--- config.mk ---
export PLATFORM = sky130hd
export DESIGN_NAME = squitter_frame_check
export DESIGN_NICKNAME = d
export VERILOG_FILES = /design/src/hdl/sfc_pkg.sv /design/src/hdl/sfc_in_stage.sv /design/src/hdl/sfc_line_check.sv /design/src/hdl/sfc_out_stage.sv /design/src/hdl/squitter_frame_check.sv
export VERILOG_INCLUDE_DIRS = /design/src /design/src/hdl
export SDC_FILE = /design/constraint.sdc
export NUM_CORES = 1
export LEC_CHECK = 0
export BUFFER_PORTS_ARGS = -buffer_cell sky130_fd_sc_hd__buf_2
export CAP_MARGIN = 20
export CORE_MARGIN = 1.5
export CORE_UTILIZATION = 25
export CTS_BUF_LIST = sky130_fd_sc_hd__clkbuf_8 sky130_fd_sc_hd__clkbuf_16
export CTS_CLUSTER_SIZE = 30
export DETAILED_ROUTE_END_ITERATION = 10
export SLEW_MARGIN = 30
export SYNTH_ARGS = -nofsm -noshare
export SYNTH_HDL_FRONTEND = slang
export SYNTH_SLANG_ARGS = --single-unit
export TNS_END_PERCENT = 20
--- constraint.sdc ---
create_clock -name clk -period 18.7 [get_ports clk]
set_input_delay 3.74 -clock clk [delete_from_list [all_inputs] [get_ports clk]]
set_output_delay 3.74 -clock clk [all_outputs]
set_load 0.05 [all_outputs]
--- src/hdl/squitter_frame_check_assert.svh ---
// Assertion macros for the squitter frame checker, used by sfc_line_check.
// Expects signals clk and rst in the scope of each use.
`ifndef SQUITTER_FRAME_CHECK_ASSERT_SVH
`define SQUITTER_FRAME_CHECK_ASSERT_SVH

// Same-cycle implication, muted during reset.
`define SFC_ASSERT_NOW(lbl, ante, cons) \
  lbl: assert property (@(posedge clk) disable iff (rst) (ante) |-> (cons)) \
    else $error("squitter frame check: assertion failed");

// Next-cycle implication, muted during reset.
`define SFC_ASSERT_NEXT(lbl, ante, cons) \
  lbl: assert property (@(posedge clk) disable iff (rst) (ante) |=> (cons)) \
    else $error("squitter frame check: assertion failed");

`endif

--- src/hdl/sfc_pkg.sv ---
// Types, constants and helper functions for the squitter frame checker.
// No dependencies.
package sfc_pkg;

  localparam logic [23:0] CRC_POLY     = 24'hFFF409;
  localparam logic [4:0]  FORMAT_ES    = 5'd17;
  localparam logic [4:0]  LINE_LEN     = 5'd30;
  localparam logic [4:0]  HEX_LEN      = 5'd28;
  localparam logic [4:0]  CRC_NIBBLES  = 5'd22;
  localparam logic [4:0]  COUNT_MAX    = 5'd31;
  localparam logic [7:0]  MARK_START   = 8'h2A;
  localparam logic [7:0]  MARK_END     = 8'h3B;

  localparam logic        KIND_CHAR    = 1'b0;
  localparam logic        KIND_EOL     = 1'b1;

  localparam logic [1:0]  STATUS_OK    = 2'd0;
  localparam logic [1:0]  STATUS_FRAME = 2'd1;
  localparam logic [1:0]  STATUS_DATA  = 2'd2;

  typedef struct packed {
    logic       kind;
    logic [7:0] char_byte;
  } sfc_beat_t;

  typedef struct packed {
    logic [23:0] stated_parity;
    logic [55:0] payload;
    logic [4:0]  type_code;
    logic [23:0] icao_address;
    logic [2:0]  capability;
    logic [4:0]  downlink_format;
    logic [1:0]  status;
  } sfc_result_t;

  // Bit 4 set means not a hex digit; low nibble is the value.
  function automatic logic [4:0] hex_value(input logic [7:0] c);
    logic [4:0] v;
    v = 5'h10;
    if (c >= 8'h30 && c <= 8'h39) begin
      v = {1'b0, 4'(c - 8'h30)};
    end else if (c >= 8'h41 && c <= 8'h46) begin
      v = {1'b0, 4'(c - 8'h37)};
    end else if (c >= 8'h61 && c <= 8'h66) begin
      v = {1'b0, 4'(c - 8'h57)};
    end
    return v;
  endfunction

  // Four MSB-first CRC-24 steps.
  function automatic logic [23:0] crc_nibble(input logic [23:0] crc, input logic [3:0] nib);
    logic [23:0] c;
    c = crc;
    for (int b = 3; b >= 0; b--) begin
      if (nib[b] ^ c[23]) begin
        c = {c[22:0], 1'b0} ^ CRC_POLY;
      end else begin
        c = {c[22:0], 1'b0};
      end
    end
    return c;
  endfunction

endpackage

--- src/hdl/sfc_in_stage.sv ---
// Input register of the squitter frame checker: holds one beat until consumed.
// Depends on sfc_pkg.
module sfc_in_stage (
  input  logic              clk,
  input  logic              rst,
  input  logic              s_valid,
  output logic              s_ready,
  input  sfc_pkg::sfc_beat_t s_beat,
  output logic              beat_valid,
  output sfc_pkg::sfc_beat_t beat,
  input  logic              beat_take
);
  import sfc_pkg::*;

  assign s_ready = !beat_valid || beat_take;

  always_ff @(posedge clk) begin
    if (rst) begin
      beat_valid <= 1'b0;
    end else if (s_ready) begin
      beat_valid <= s_valid;
    end
  end

  always_ff @(posedge clk) begin
    if (s_ready && s_valid) begin
      beat <= s_beat;
    end
  end

endmodule

--- src/hdl/sfc_line_check.sv ---
// Line accumulator and verdict logic: hex decode, frame shift chain, CRC-24.
// Depends on sfc_pkg and squitter_frame_check_assert.svh.
module sfc_line_check (
  input  logic                 clk,
  input  logic                 rst,
  input  logic                 beat_valid,
  input  sfc_pkg::sfc_beat_t   beat,
  output logic                 beat_take,
  input  logic                 res_ready,
  output logic                 res_valid,
  output sfc_pkg::sfc_result_t res
);
  import sfc_pkg::*;
  `include "squitter_frame_check_assert.svh"

  logic [4:0]  char_count;
  logic        start_ok;
  logic        hex_error;
  logic [7:0]  last_char;
  logic [31:0] header_bits;
  logic [55:0] message_bits;
  logic [23:0] parity_bits;
  logic [23:0] crc_reg;

  logic        is_eol;
  logic        char_take;
  logic        in_frame;
  logic [4:0]  hex;
  logic [3:0]  nib;

  assign is_eol    = (beat.kind == KIND_EOL);
  // An end of line waits for room in the result register; characters never do.
  assign beat_take = beat_valid && (!is_eol || res_ready);
  assign res_valid = beat_valid && is_eol && res_ready;
  assign char_take = beat_take && !is_eol;
  assign in_frame  = (char_count >= 5'd1) && (char_count <= HEX_LEN);
  assign hex       = hex_value(beat.char_byte);
  assign nib       = hex[4] ? 4'd0 : hex[3:0];

  always_comb begin
    res = '0;
    if (char_count != LINE_LEN || !start_ok || last_char != MARK_END) begin
      res.status = STATUS_FRAME;
    end else if (hex_error || crc_reg != parity_bits || header_bits[31:27] != FORMAT_ES) begin
      res.status = STATUS_DATA;
    end else begin
      res.status          = STATUS_OK;
      res.downlink_format = header_bits[31:27];
      res.capability      = header_bits[26:24];
      res.icao_address    = header_bits[23:0];
      res.type_code       = message_bits[55:51];
      res.payload         = message_bits;
      res.stated_parity   = parity_bits;
    end
  end

  always_ff @(posedge clk) begin
    if (rst || res_valid) begin
      char_count   <= '0;
      start_ok     <= 1'b0;
      hex_error    <= 1'b0;
      last_char    <= '0;
      header_bits  <= '0;
      message_bits <= '0;
      parity_bits  <= '0;
      crc_reg      <= '0;
    end else if (char_take) begin
      if (char_count == 5'd0) begin
        start_ok <= (beat.char_byte == MARK_START);
      end
      if (in_frame) begin
        if (hex[4]) begin
          hex_error <= 1'b1;
        end
        header_bits  <= {header_bits[27:0], message_bits[55:52]};
        message_bits <= {message_bits[51:0], parity_bits[23:20]};
        parity_bits  <= {parity_bits[19:0], nib};
        if (char_count <= CRC_NIBBLES) begin
          crc_reg <= crc_nibble(crc_reg, nib);
        end
      end
      last_char <= beat.char_byte;
      if (char_count != COUNT_MAX) begin
        char_count <= char_count + 5'd1;
      end
    end
  end

  `SFC_ASSERT_NOW(a_reject_zeroes, res_valid && res.status != STATUS_OK,
    res.payload == '0 && res.icao_address == '0 && res.stated_parity == '0)
  `SFC_ASSERT_NEXT(a_eol_clears, res_valid, char_count == 5'd0 && crc_reg == '0)
  `SFC_ASSERT_NEXT(a_count_steps, char_take && char_count != COUNT_MAX,
    char_count == $past(char_count) + 5'd1)
  `SFC_ASSERT_NOW(a_eol_needs_room, beat_take && is_eol, res_ready)

endmodule

--- src/hdl/sfc_out_stage.sv ---
// Result register of the squitter frame checker; holds a verdict until taken.
// Depends on sfc_pkg.
module sfc_out_stage (
  input  logic                 clk,
  input  logic                 rst,
  input  logic                 res_valid,
  output logic                 res_ready,
  input  sfc_pkg::sfc_result_t res,
  output logic                 m_valid,
  input  logic                 m_ready,
  output sfc_pkg::sfc_result_t m_res
);
  import sfc_pkg::*;

  assign res_ready = !m_valid || m_ready;

  always_ff @(posedge clk) begin
    if (rst) begin
      m_valid <= 1'b0;
    end else if (res_ready) begin
      m_valid <= res_valid;
    end
  end

  always_ff @(posedge clk) begin
    if (res_ready && res_valid) begin
      m_res <= res;
    end
  end

endmodule

--- src/hdl/squitter_frame_check.sv ---
// Top level of the squitter frame checker: input register, line checker,
// result register. Depends on sfc_pkg, sfc_in_stage, sfc_line_check, sfc_out_stage.
//
// Usage:
//   Slave channel carries one text line, one character per beat (tuser = 0,
//   tdata = character), closed by an end-of-line beat (tuser = 1).
//   Master channel gives one verdict beat per end-of-line beat, none for
//   characters. Verdict: status 0 with decoded fields, 1 for wrong length
//   or '*' / ';' markers, 2 for a bad hex digit, CRC-24 mismatch or a
//   downlink format other than 17. Fields other than status are zero
//   unless status is 0.
// Timing:
//   One beat per cycle sustained, but an end-of-line beat waits while the
//   result register is full. m_tvalid rises once the end-of-line beat has
//   gone from the input register through the verdict logic into the result
//   register. The CRC-24 advances one nibble for each of the first 22 hex
//   digits, in a single combinational update.
// Reset (rst, synchronous): empties both registers and clears the line state.
// Stall: while a verdict waits on m_tready, characters keep flowing into the
//   line state; the next end-of-line beat waits in the input register, and
//   s_tready drops only then.
module squitter_frame_check (
  input  logic         clk,
  input  logic         rst,
  input  logic         s_tvalid,
  output logic         s_tready,
  input  logic [7:0]   s_tdata,   // [7:0] char_byte
  input  logic         s_tuser,   // [0] kind: 0 character, 1 end of line
  output logic         m_tvalid,
  input  logic         m_tready,
  // [1:0] status, [6:2] downlink_format, [9:7] capability, [33:10] icao_address,
  // [38:34] type_code, [94:39] payload, [118:95] stated_parity, [119] zero
  output logic [119:0] m_tdata
);
  import sfc_pkg::*;

  sfc_beat_t   s_beat;
  sfc_beat_t   beat;
  logic        beat_valid;
  logic        beat_take;
  logic        res_valid;
  logic        res_ready;
  sfc_result_t res;
  sfc_result_t m_res;

  assign s_beat.kind      = s_tuser;
  assign s_beat.char_byte = s_tdata;

  sfc_in_stage u_in (
    .clk        (clk),
    .rst        (rst),
    .s_valid    (s_tvalid),
    .s_ready    (s_tready),
    .s_beat     (s_beat),
    .beat_valid (beat_valid),
    .beat       (beat),
    .beat_take  (beat_take)
  );

  sfc_line_check u_check (
    .clk        (clk),
    .rst        (rst),
    .beat_valid (beat_valid),
    .beat       (beat),
    .beat_take  (beat_take),
    .res_ready  (res_ready),
    .res_valid  (res_valid),
    .res        (res)
  );

  sfc_out_stage u_out (
    .clk       (clk),
    .rst       (rst),
    .res_valid (res_valid),
    .res_ready (res_ready),
    .res       (res),
    .m_valid   (m_tvalid),
    .m_ready   (m_tready),
    .m_res     (m_res)
  );

  // Struct packs status into the low bits; pad to whole bytes.
  assign m_tdata = {1'b0, m_res};

endmodule

# After elaboration in Yosys (flattened, before gate mapping)
# Index checks and enable logic that the tools add are counted.
dict set report classes {
  n_eq_ne 6
  reduce_logical 29
  addsub 4
  magnitude_cmp 9
  mux 21
  n_bitwise 8
}
# operator count
set ops {}
lappend ops {{$mux W24} 16}
lappend ops {{$not A15 Y15} 4}
lappend ops {{$ne A24 B24 Y1} 1}
lappend ops {{$ge A8 B7 Y1 const B} 2}
lappend ops {{$le A8 B7 Y1 const B} 2}
lappend ops {{$mux W5} 3}
lappend ops {{$ne A5 B5 Y1 const B} 3}
lappend ops {{$le A5 B5 Y1 const B} 2}
lappend ops {{$logic_and A1 B1 Y1} 10}
lappend ops {{$eq A8 B6 Y1 const B} 1}
lappend ops {{$ge A8 B6 Y1 const B} 1}
lappend ops {{$le A8 B6 Y1 const B} 1}
lappend ops {{$logic_or A1 B1 Y1} 8}
lappend ops {{$ne A8 B6 Y1 const B} 1}
lappend ops {{$sub A4 B3 Y4 const B} 2}
lappend ops {{$reduce_and A2 Y1} 3}
lappend ops {{$reduce_and A3 Y1} 2}
lappend ops {{$add A5 B1 Y5 const B} 1}
lappend ops {{$ge A5 B1 Y1 const B} 1}
lappend ops {{$logic_not A5 Y1} 1}
lappend ops {{$logic_not A1 Y1} 4}
lappend ops {{$mux W4} 1}
lappend ops {{$sub A4 B1 Y4 const B} 1}
lappend ops {{$xor A1 B1 Y1} 4}
lappend ops {{2 further kinds} 2}
dict set report totals {
  inputBits 13
  output_inout_bits 122
  ff_bits 281
  word_cells 96
}

# Longest topological paths before layout
# Gate-level depths: netlist (run 1).
dict set report logic_depth {
  word_depth 26
  ltp_mapped 10
  mapped_depth_nobuf 9
}

# Cells and area by module
# From an unflattened synthesis (run 1), not the netlist that was laid out.
dict set report hier_totals {
  hier_cells 1022
  hier_area_um2 10929.2
}
# module cells_each area_each_um2 n_inst seq_area_each_um2
set by_module_without_submodules {}
lappend by_module_without_submodules {sfc_line_check 882 6964.2 1 3022.9}
lappend by_module_without_submodules {sfc_out_stage 124 3628.5 1 3593.4}
lappend by_module_without_submodules {sfc_in_stage 14 325.3 1 290.3}
lappend by_module_without_submodules {squitter_frame_check 2 11.3 1 0.0}

# Worst setup path after synthesis (run 1)
# No wires, ideal clock.
dict set report synth_path {
  path_kind {input to register}
  from {in m_tready}
  to {reg u_check.crc_reg[12]}
  stages 6
  path_slack_ps 8634
  setup_ps 128
  arrival_time_ps 9938
  t_required_ps 18572
  n_path_buf 0
  path_cell_list {nor2b_1 -> nor2_1 -> nor2_1 -> nand2_1 -> or3_1 -> nand3_1}
}
dict set report synth_between {
  word_cells_on_any_way 7
  cone_classes {7 x reduce/logical}
}
# item line
set synth_lines {}
lappend synth_lines {{start: declaration} squitter_frame_check.sv:30} ;# input logic m_tready,
lappend synth_lines {{$logic_or A1 B1 Y1} sfc_out_stage.sv:15} ;# assign res_ready = !m_valid || m_ready;
lappend synth_lines {{$logic_and A1 B1 Y1} sfc_line_check.sv:34} ;# assign res_valid = beat_valid && is_eol && res_ready;
lappend synth_lines {{via res_valid} squitter_frame_check.sv:41} ;# logic res_valid;
lappend synth_lines {{$logic_or A1 B1 Y1} sfc_line_check.sv:58} ;# if (rst || res_valid) begin
lappend synth_lines {{end signal: assignment} sfc_line_check.sv:79} ;# crc_reg <= crc_nibble(crc_reg, nib);
lappend synth_lines {{end: declaration} sfc_line_check.sv:23} ;# logic [23:0] crc_reg;
# The timed path passes the listed nets, and every way through them passes these cells.
# A chain may end at the register's enable or synchronous reset.

# Final worst setup path (run 1)
dict set report layout_path {
  from {in m_tready}
  to {out s_tready}
}
dict set report layout_between {
  elab_chain_len 4
}
# item line
set layout_rtl {}
lappend layout_rtl {{$logic_or A1 B1 Y1} sfc_out_stage.sv:15}
lappend layout_rtl {{$logic_or A1 B1 Y1} sfc_line_check.sv:33} ;# assign beat_take = beat_valid && (!is_eol || res_ready);
lappend layout_rtl {{$logic_and A1 B1 Y1} sfc_line_check.sv:33}
lappend layout_rtl {{$logic_or A1 B1 Y1} sfc_in_stage.sv:15} ;# assign s_ready = !beat_valid || beat_take;
lappend layout_rtl {{end: declaration} squitter_frame_check.sv:26} ;# output logic s_tready,
# Every way passes these cells.

==> results.txt, run 1 <==
----------------------------------------------------
[Outcome]
  Result of the run ... finished clean

[Routing]
  Remaining routing DRC violations ... 0
  First-pass iteration count of the detailed router ... 4
  DRT antenna net count ... 0
  Total number of vias ... 7192
  Average wire length per cell after detail routing ... 14.4 um
  Vias per cell ... about 4.3
  Count of routing violations after the opening detailed-route iteration ... 415
  Final routed wirelength across all metal layers ... about 24000 um

[Global routing]
  Wire length of the first global-routing pass ... about 38000 um
  Remaining Overflow, GRT ... 0
  Antenna violations before repair ... 0
  M3 GR Usage ... 0.0168
  Met1 track demand over resource in global routing ... 0.141
  Routing usage on met2 ... 0.176
  Largest net degree at the start of global routing ... between 100 and 150
  Busiest layer in global routing ... met2
  Via count of the first global-routing pass ... 6961
  Global-route total usage across every layer ... 0.106

[Yosys]
  Combinational family with the most area after synthesis ... simple AND/OR/NAND/NOR gates
  Basic-gate share of the synthesized area counting and, or, nand and nor cells ... 0.193
  Post-synthesis instance area ... around 0.011 mm^2
  Average cell area after synthesis ... roughly 11 um^2
  Mux cell area share after synthesis ... 0
  Primary FF master, synth ... sky130_fd_sc_hd__dfxtp_1
  Area fraction in compound gates after synthesis ... 0.0891
  Warning count from the yosys run ... 0
  Distinct cells, synth ... 47
  Yosys reg bits ... roughly 280
  Synthesized-area fraction occupied by xor and xnor cells ... 0.0518
  Gate Count Post-Synth ... just over 1000
  Post-synthesis sequential area ratio ... 0.628
  Number of synthesized flops with an enable pin ... approximately 120
  Area share of fa/ha/maj cells after synthesis ... 0.0105
  Asr flop ratio synth ... 0

[Critical path]
  Data required time of the worst path ... between 10 and 15 ns
  CP arrival ... approximately 4.6 ns
  Terminus of the critical flop-to-flop path ... u_check.message_bits[10]
  Register-to-Register Setup Slack ... around 16 ns
  Crit-path max FO ... 4
  Critical Path Start Type ... primary input
  Startpoint of the most critical setup path ... m_tready
  Worst reg2reg path depth ... 6
  Type of the worst setup path ... primary input to output port
  Critical R2R Launch ... u_in.beat[8]
  Nature of the critical path endpoint ... output port

[Floorplan]
  Chip Width ... 210 um
  I/O Pins ... about 140
  Number of rows in the core area ... 75
  Floorplan die area ... about 0.044 mm^2
  Initial Util ... 0.255
  Floorplan core area ... about 0.042 mm^2
  Die boundary height ... roughly 210 um

[Clock tree]
  Longest Clk Path Bufs ... 3
  CTS buffer count ... 30
  Library cell used as clock root buffer ... sky130_fd_sc_hd__clkbuf_16
  Count of hold buffers inserted by post-cts repair ... 0
  Clock latency at the later pin of the worst-skew pair ... 0.56 ns
  CTS sink cnt ... between 200 and 300
  Clock tree from TritonCTS ... done
  Clock slew at the register clock pins of the worst setup and hold paths ... roughly 0.060 ns
  Post-CTS Resized ... 0
  Setup fix buffers added after clock tree synthesis ... 0
  Deepest level of the CTS H-tree ... 1

[Timing]
  Minimum clock period ... 8.37 ns
  Share of the clock period used by the worst path after layout ... 0.448
  Setup WS post-layout ... just over 10 ns
  Final count of hold timing violations ... 0
  Worst relative slew slack ... 0.466
  Highest achievable clock rate ... around 120 MHz
  RSZ-0062 raised after global routing ... no
  Final-report max-slew violation count ... 0
  WHS ... approximately 0.46 ns
  Least-Margin Pin Slew ... 0.801 ns
  Setup violations, final ... 0
  Clock tree skew after final layout ... between 0.01 and 0.015 ns
  Total negative slack for setup checks ... 0 ns

[Job]
  Max-capacitance violation count ... 0

[Final layout]
  Number of nets in the layout ... roughly 1200
  Proportion of layout cells with a drive suffix above 1 ... 0.180
  Post-layout utilization of the core ... 0.307
  Cell area after layout ... 0.0130 mm^2
  Register name with the most flops ... u_out.m_res
  Most frequent cells in the layout ... sky130_fd_sc_hd__nand2_1 (250), sky130_fd_sc_hd__dfxtp_1 (153), sky130_fd_sc_hd__buf_2 (133), sky130_fd_sc_hd__a21oi_1 (132), sky130_fd_sc_hd__edfxtp_1 (123)
  Flip-flop count of the largest register after layout ... roughly 110
  Inserted Diodes ... 0
  Most common library cell in the layout ignoring fill and taps ... sky130_fd_sc_hd__nand2_1
  Area overhead of the layout relative to synthesis ... 20.6%
  Largest registers ... u_out.m_res (114), u_check.message_bits (56), u_check.header_bits (32)

[Placed design]
  Post-Place Worst Slack ... between 10 and 15 ns
  Port buffer count ... between 100 and 150
  Sum of net half-perimeters after detailed placement ... roughly 15000 um
  Routability Congestion ... around 0.77
  Instance area at placement ... 0.0119 mm^2

[Worst hold path]
  Number of instances on the worst hold path ... 2
  Worst Hold Endpoint ... u_check.last_char[0]
  Hold WC Path Type ... flip-flop to flip-flop
  Worst min-delay path startpoint ... u_check.last_char[0]

[Pwr]
  Maximum vdd ir drop ... 0.0754 mV
  Leakage power figure ... about 4.3 nW
  Total power per unit cell area ... ~100 mW/mm^2

----------------------------------------------------
## power breakdown
| part | leakage [nW] | switching (W) | internal [W] |
|---|---|---|---|
| Combinational | 1.56 | 0.0000613 | 0.0000153 |
| Sequential | 2.23 | 0.00000667 | 0.000640 |
| Clock | 0.533 | 0.000244 | 0.000367 |
## cells by family after synthesis
family | after synthesis
simple gates | 440
flops | 276
compound gates | 167
other cells | 1
buf+inv | 71
xor+xnor | 56
fa+ha+maj | 9
## per-layer routing
metal	part of all wire	vias to the layer above
met2	0.46	150
met1	0.47	3363
met3	0.042	42
met4	0.025	0
met5	0	-
li1	-	3637
## critical path: stages
cell,delay (ns)
sky130_fd_sc_hd__buf_2,0.10
sky130_fd_sc_hd__nor2b_1,0.37
sky130_fd_sc_hd__nand3_1,0.18
sky130_fd_sc_hd__buf_2,0.25
## layout make-up
class	instances	area [um^2]
Fill cell	4353	29300
Inverter	5	18.8
Multi-Input combinational cell	676	3760
Tap cell	539	674
Sequential cell	276	6760
Timing Repair Buffer	140	729
Clock buffer	34	817
Clock inverter	22	214
## how the worst max path moves through the flow
stage / endpoint / slack (ns)
2_1_floorplan: u_check.crc_reg[12] / 8.63
3_3_place_gp: s_tready / 10.37
3_5_place_dp: s_tready / 10.34
4_1_cts: s_tready / 10.32
5_1_grt: s_tready / 10.23
6_report: s_tready / 10.33
## stage by stage
step	total power [W]	cells
4_1_cts	0.00136	1692
3_3_place_gp	0.000736	1636
6_report	0.00133	1692
5_1_grt	0.00138	1692
2_1_floorplan	0.000720	1023
3_5_place_dp	0.000737	1636
## Yosys cell counts, types with 2 or more instances
library cell               number  area share
sky130_fd_sc_hd__clkbuf_1      53       0.018
sky130_fd_sc_hd__edfxtp_1     123        0.34
sky130_fd_sc_hd__ha_1           9       0.010
sky130_fd_sc_hd__o21ai_1        6      0.0028
sky130_fd_sc_hd__dfxtp_1      153        0.28
sky130_fd_sc_hd__nor2_1        33       0.012
sky130_fd_sc_hd__a211oi_1      15       0.010
sky130_fd_sc_hd__o21ai_0        4      0.0019
sky130_fd_sc_hd__inv_1          5      0.0017
sky130_fd_sc_hd__nand2b_1       3      0.0017
sky130_fd_sc_hd__xor2_1        26       0.021
sky130_fd_sc_hd__nor4_1         4      0.0023
sky130_fd_sc_hd__nand2_1      250       0.087
sky130_fd_sc_hd__nor2b_1        5      0.0029
sky130_fd_sc_hd__buf_1          6      0.0021
sky130_fd_sc_hd__a31oi_1        2      0.0012
sky130_fd_sc_hd__nand4_1        5      0.0029
sky130_fd_sc_hd__nor3_1         5      0.0023
sky130_fd_sc_hd__a21oi_1      132       0.061
sky130_fd_sc_hd__buf_4          7      0.0049
sky130_fd_sc_hd__xnor2_2        2      0.0030
sky130_fd_sc_hd__nand3_1        9      0.0042
sky130_fd_sc_hd__xnor2_1       25       0.020
sky130_fd_sc_hd__or3_1          2      0.0012
sky130_fd_sc_hd__xnor2_4        2      0.0051
sky130_fd_sc_hd__and2_1       109       0.063
sky130_fd_sc_hd__nand4b_1       3      0.0024
sky130_fd_sc_hd__and3_1         2      0.0012
sky130_fd_sc_hd__nor4b_1        2      0.0016
Power figures use the tool's default switching activity.
==> run 2, diff against run 1 <==
Clock period 18.7 ns to 7.2 ns, I/O delays scaled along.
==> run 2 against run 1 <==
  * Clock power grew to 2.5 times the previous value
  * Non-clock buffer count grew 1
  * Largest cell class unchanged
  * Count of clock-buffer cells in the layout shrank 3
  * Wire length shrank 0.37%
  * Combinational power grew to 2.6 times the previous value
  * Via count shrank 0.46%
  * Sequential power grew to 2.6 times the previous value
  * Die area is the same
  * Register-to-register slack lost 12 ns
==> results.txt, run 2 (synthesis gave the netlist of run 1 again) <==
----------------------------------------------------
[Critical path]
  Crit-path max FO ... 4 (unchanged)
  CP arrival ... 2.30 ns (-2.33 ns)
  Data required time of the worst path ... 5.76 ns (-9.20 ns)
  CP Buf/Inv Count ... 2 (unchanged)
  Type of the worst setup path ... primary input to output port
  Register-to-Register Setup Slack ... 3.86 ns (-11.66 ns)
  Cell mode on critical path ... sky130_fd_sc_hd__buf_2
  Slowest cell on the critical path ... sky130_fd_sc_hd__nor2b_1
  Critical Path Start Type ... primary input
  Highest cell delay on the worst timing path ... 0.34 ns (-0.03 ns)
  Critical path, cell by cell ... buf_2 -> nor2b_1 -> nand3_1 -> buf_2
  Top Family by Delay on Critical Path ... simple AND/OR/NAND/NOR gates
  Nature of the critical path endpoint ... output port

[Clock tree]
  Post-CTS Resized ... 0 (unchanged)
  Setup fix buffers added after clock tree synthesis ... 0 (unchanged)
  Longest Clk Path Bufs ... 3 (unchanged)
  Clock latency at the later pin of the worst-skew pair ... 0.55 ns (about the same)
  CTS sink cnt ... 276 (unchanged)
  CTS buffer count ... 29 (-3.3%)
  Count of hold buffers inserted by post-cts repair ... 0 (unchanged)
  Deepest level of the CTS H-tree ... 1 (unchanged)
  Clock tree from TritonCTS ... done
  Library cell used as clock root buffer ... sky130_fd_sc_hd__clkbuf_16
  Clock slew at the register clock pins of the worst setup and hold paths ... 0.06 ns (about the same)

[Final layout]
  Area overhead of the layout relative to synthesis ... 20.6% (about the same)
  Inserted Diodes ... 0 (unchanged)
  Most common library cell in the layout ignoring fill and taps ... sky130_fd_sc_hd__nand2_1
  Filler cell count ... 4290 (-1.4%)
  Number of nets in the layout ... 1151 (unchanged)
  Post-layout utilization of the core ... 0.307 (about the same)
  Register name with the most flops ... u_out.m_res
  Proportion of layout cells with a drive suffix above 1 ... 0.179 (-0.00142)
  Flip-flop count of the largest register after layout ... 114 (unchanged)
  Most frequent cells in the layout ... sky130_fd_sc_hd__nand2_1 (250), sky130_fd_sc_hd__dfxtp_1 (153), sky130_fd_sc_hd__buf_2 (133), sky130_fd_sc_hd__a21oi_1 (132), sky130_fd_sc_hd__edfxtp_1 (123)
  Largest registers ... u_out.m_res (114), u_check.message_bits (56), u_check.header_bits (32)

[Global routing]
  Largest net degree at the start of global routing ... 78 (-28%)
  Antenna violations before repair ... 0 (unchanged)
  Global-route total usage across every layer ... 0.108 (+0.00224)
  Remaining Overflow, GRT ... 0 (unchanged)
  Wire length of the first global-routing pass ... 38600 um (+2.8%)
  Via count of the first global-routing pass ... 6968 (+0.10%)

[Pwr]
  Total power per unit cell area ... 264 mW/mm^2 (+160%)
  Leakage power figure ... 4.32 nW (-0.19%)
  Maximum vdd ir drop ... 0.159 mV (+110%)
  Total Power Consumption ... 0.00343 W (+160%)

[Placed design]
  Port buffer count ... 133 (unchanged)
  Routability Congestion ... 0.758 (-1.1%)
  Sum of net half-perimeters after detailed placement ... 15800 um (+4.4%)
  Post-Place Worst Slack ... 2.90 ns (-7.43 ns)

[Timing]
  Final count of hold timing violations ... 0 (unchanged)
  Setup WS post-layout ... 3.46 ns (-6.87 ns)
  Clock tree skew after final layout ... 0.0126 ns (-0.00182 ns)
  RSZ-0062 raised after global routing ... no
  Minimum clock period ... about 3.7 ns
  Total negative slack for setup checks ... 0 ns (unchanged)
  Share of the clock period used by the worst path after layout ... 0.520
  Least-Margin Pin Slew ... 0.892 ns (+0.0919 ns)
  Highest achievable clock rate ... 267 MHz
  Worst relative slew slack ... 0.405 (-0.0612)
  Setup violations, final ... 0 (unchanged)
  Final-report max-slew violation count ... 0 (unchanged)

[Routing]
  Average wire length per cell after detail routing ... 14.4 um (-0.25%)
  Remaining routing DRC violations ... 0 (unchanged)
  Total number of vias ... 7159 (-0.46%)
  Count of routing violations after the opening detailed-route iteration ... 401 (-3.4%)
  DRT antenna net count ... 0 (unchanged)
  Vias per cell ... 4.24 (-0.34%)
  First-pass iteration count of the detailed router ... 4 (unchanged)
  Final routed wirelength across all metal layers ... 24300 um (-0.37%)

[Job]
  Max-capacitance violation count ... 0 (unchanged)

[Floorplan]
  Number of rows in the core area ... 75 (unchanged)
  Chip Width ... 210 um (unchanged)
  I/O Pins ... 135 (unchanged)
  Floorplan die area ... 0.0443 mm^2 (unchanged)
  Floorplan core area ... 0.0422 mm^2 (unchanged)
  Initial Util ... 0.255 (unchanged)
  Die boundary height ... 210 um (unchanged)

[Outcome]
  Result of the run ... finished clean

[Worst hold path]
  Hold WC Path Type ... flip-flop to flip-flop

----------------------------------------------------
[run 2: metrics by stage]
stage	hold WS, ns	cells	instance area [um^2]
after floorplan	0.428	1023	10800
after global placement	0.444	1635	11900
after detailed placement	0.448	1637	12000
after CTS	0.457	1690	13000
after global routing	0.479	1690	13000
final	0.456	1690	13000
[run 2: worst paths after layout]
kind                                              start              endpoint  depth (start not counted)
worst min-delay path               u_check.last_char[5]  u_check.last_char[5]                          2
worst max register to register  u_check.header_bits[28]      u_out.m_res[101]                          7
worst max-delay path                           m_tready              s_tready                          4
worst min register to register     u_check.last_char[5]  u_check.last_char[5]                          2
[run 2: layer usage]
layer / track usage / wire, um / up-vias
li1: - / - / 3640
met1: 0.146 / 11200 / 3343
met2: 0.177 / 11400 / 141
met3: 0.0228 / 1250 / 35
met4: 0.0271 / 467 / 0
met5: 0 / 0 / -
[run 2: cell type report]
class                   count  area, um^2  share of cell area
clock buffers              31         753              0.0581
well taps                 539         674              0.0520
inverters                   5        18.8             0.00145
clock inverters            22         243              0.0187
repair buffers            141         766              0.0590
multi-input cells         676        3760               0.290
flip-flops and latches    276        6760               0.521
[run 2: worst reg2reg max path, cell delays in order, from the launching register on]
cell	delay [ns]
sky130_fd_sc_hd__dfxtp_1	0.31
sky130_fd_sc_hd__nor4b_1	0.58
sky130_fd_sc_hd__nand4b_1	0.19
sky130_fd_sc_hd__nor3_1	0.27
sky130_fd_sc_hd__nand4_1	0.32
sky130_fd_sc_hd__nor2_4	0.64
sky130_fd_sc_hd__buf_4	0.63
sky130_fd_sc_hd__and2_1	0.27
[run 2: power breakdown]
group	internal, W	switching (W)
logic	0.0000404	0.000160
clock network	0.000933	0.000616
registers	0.00166	0.0000178
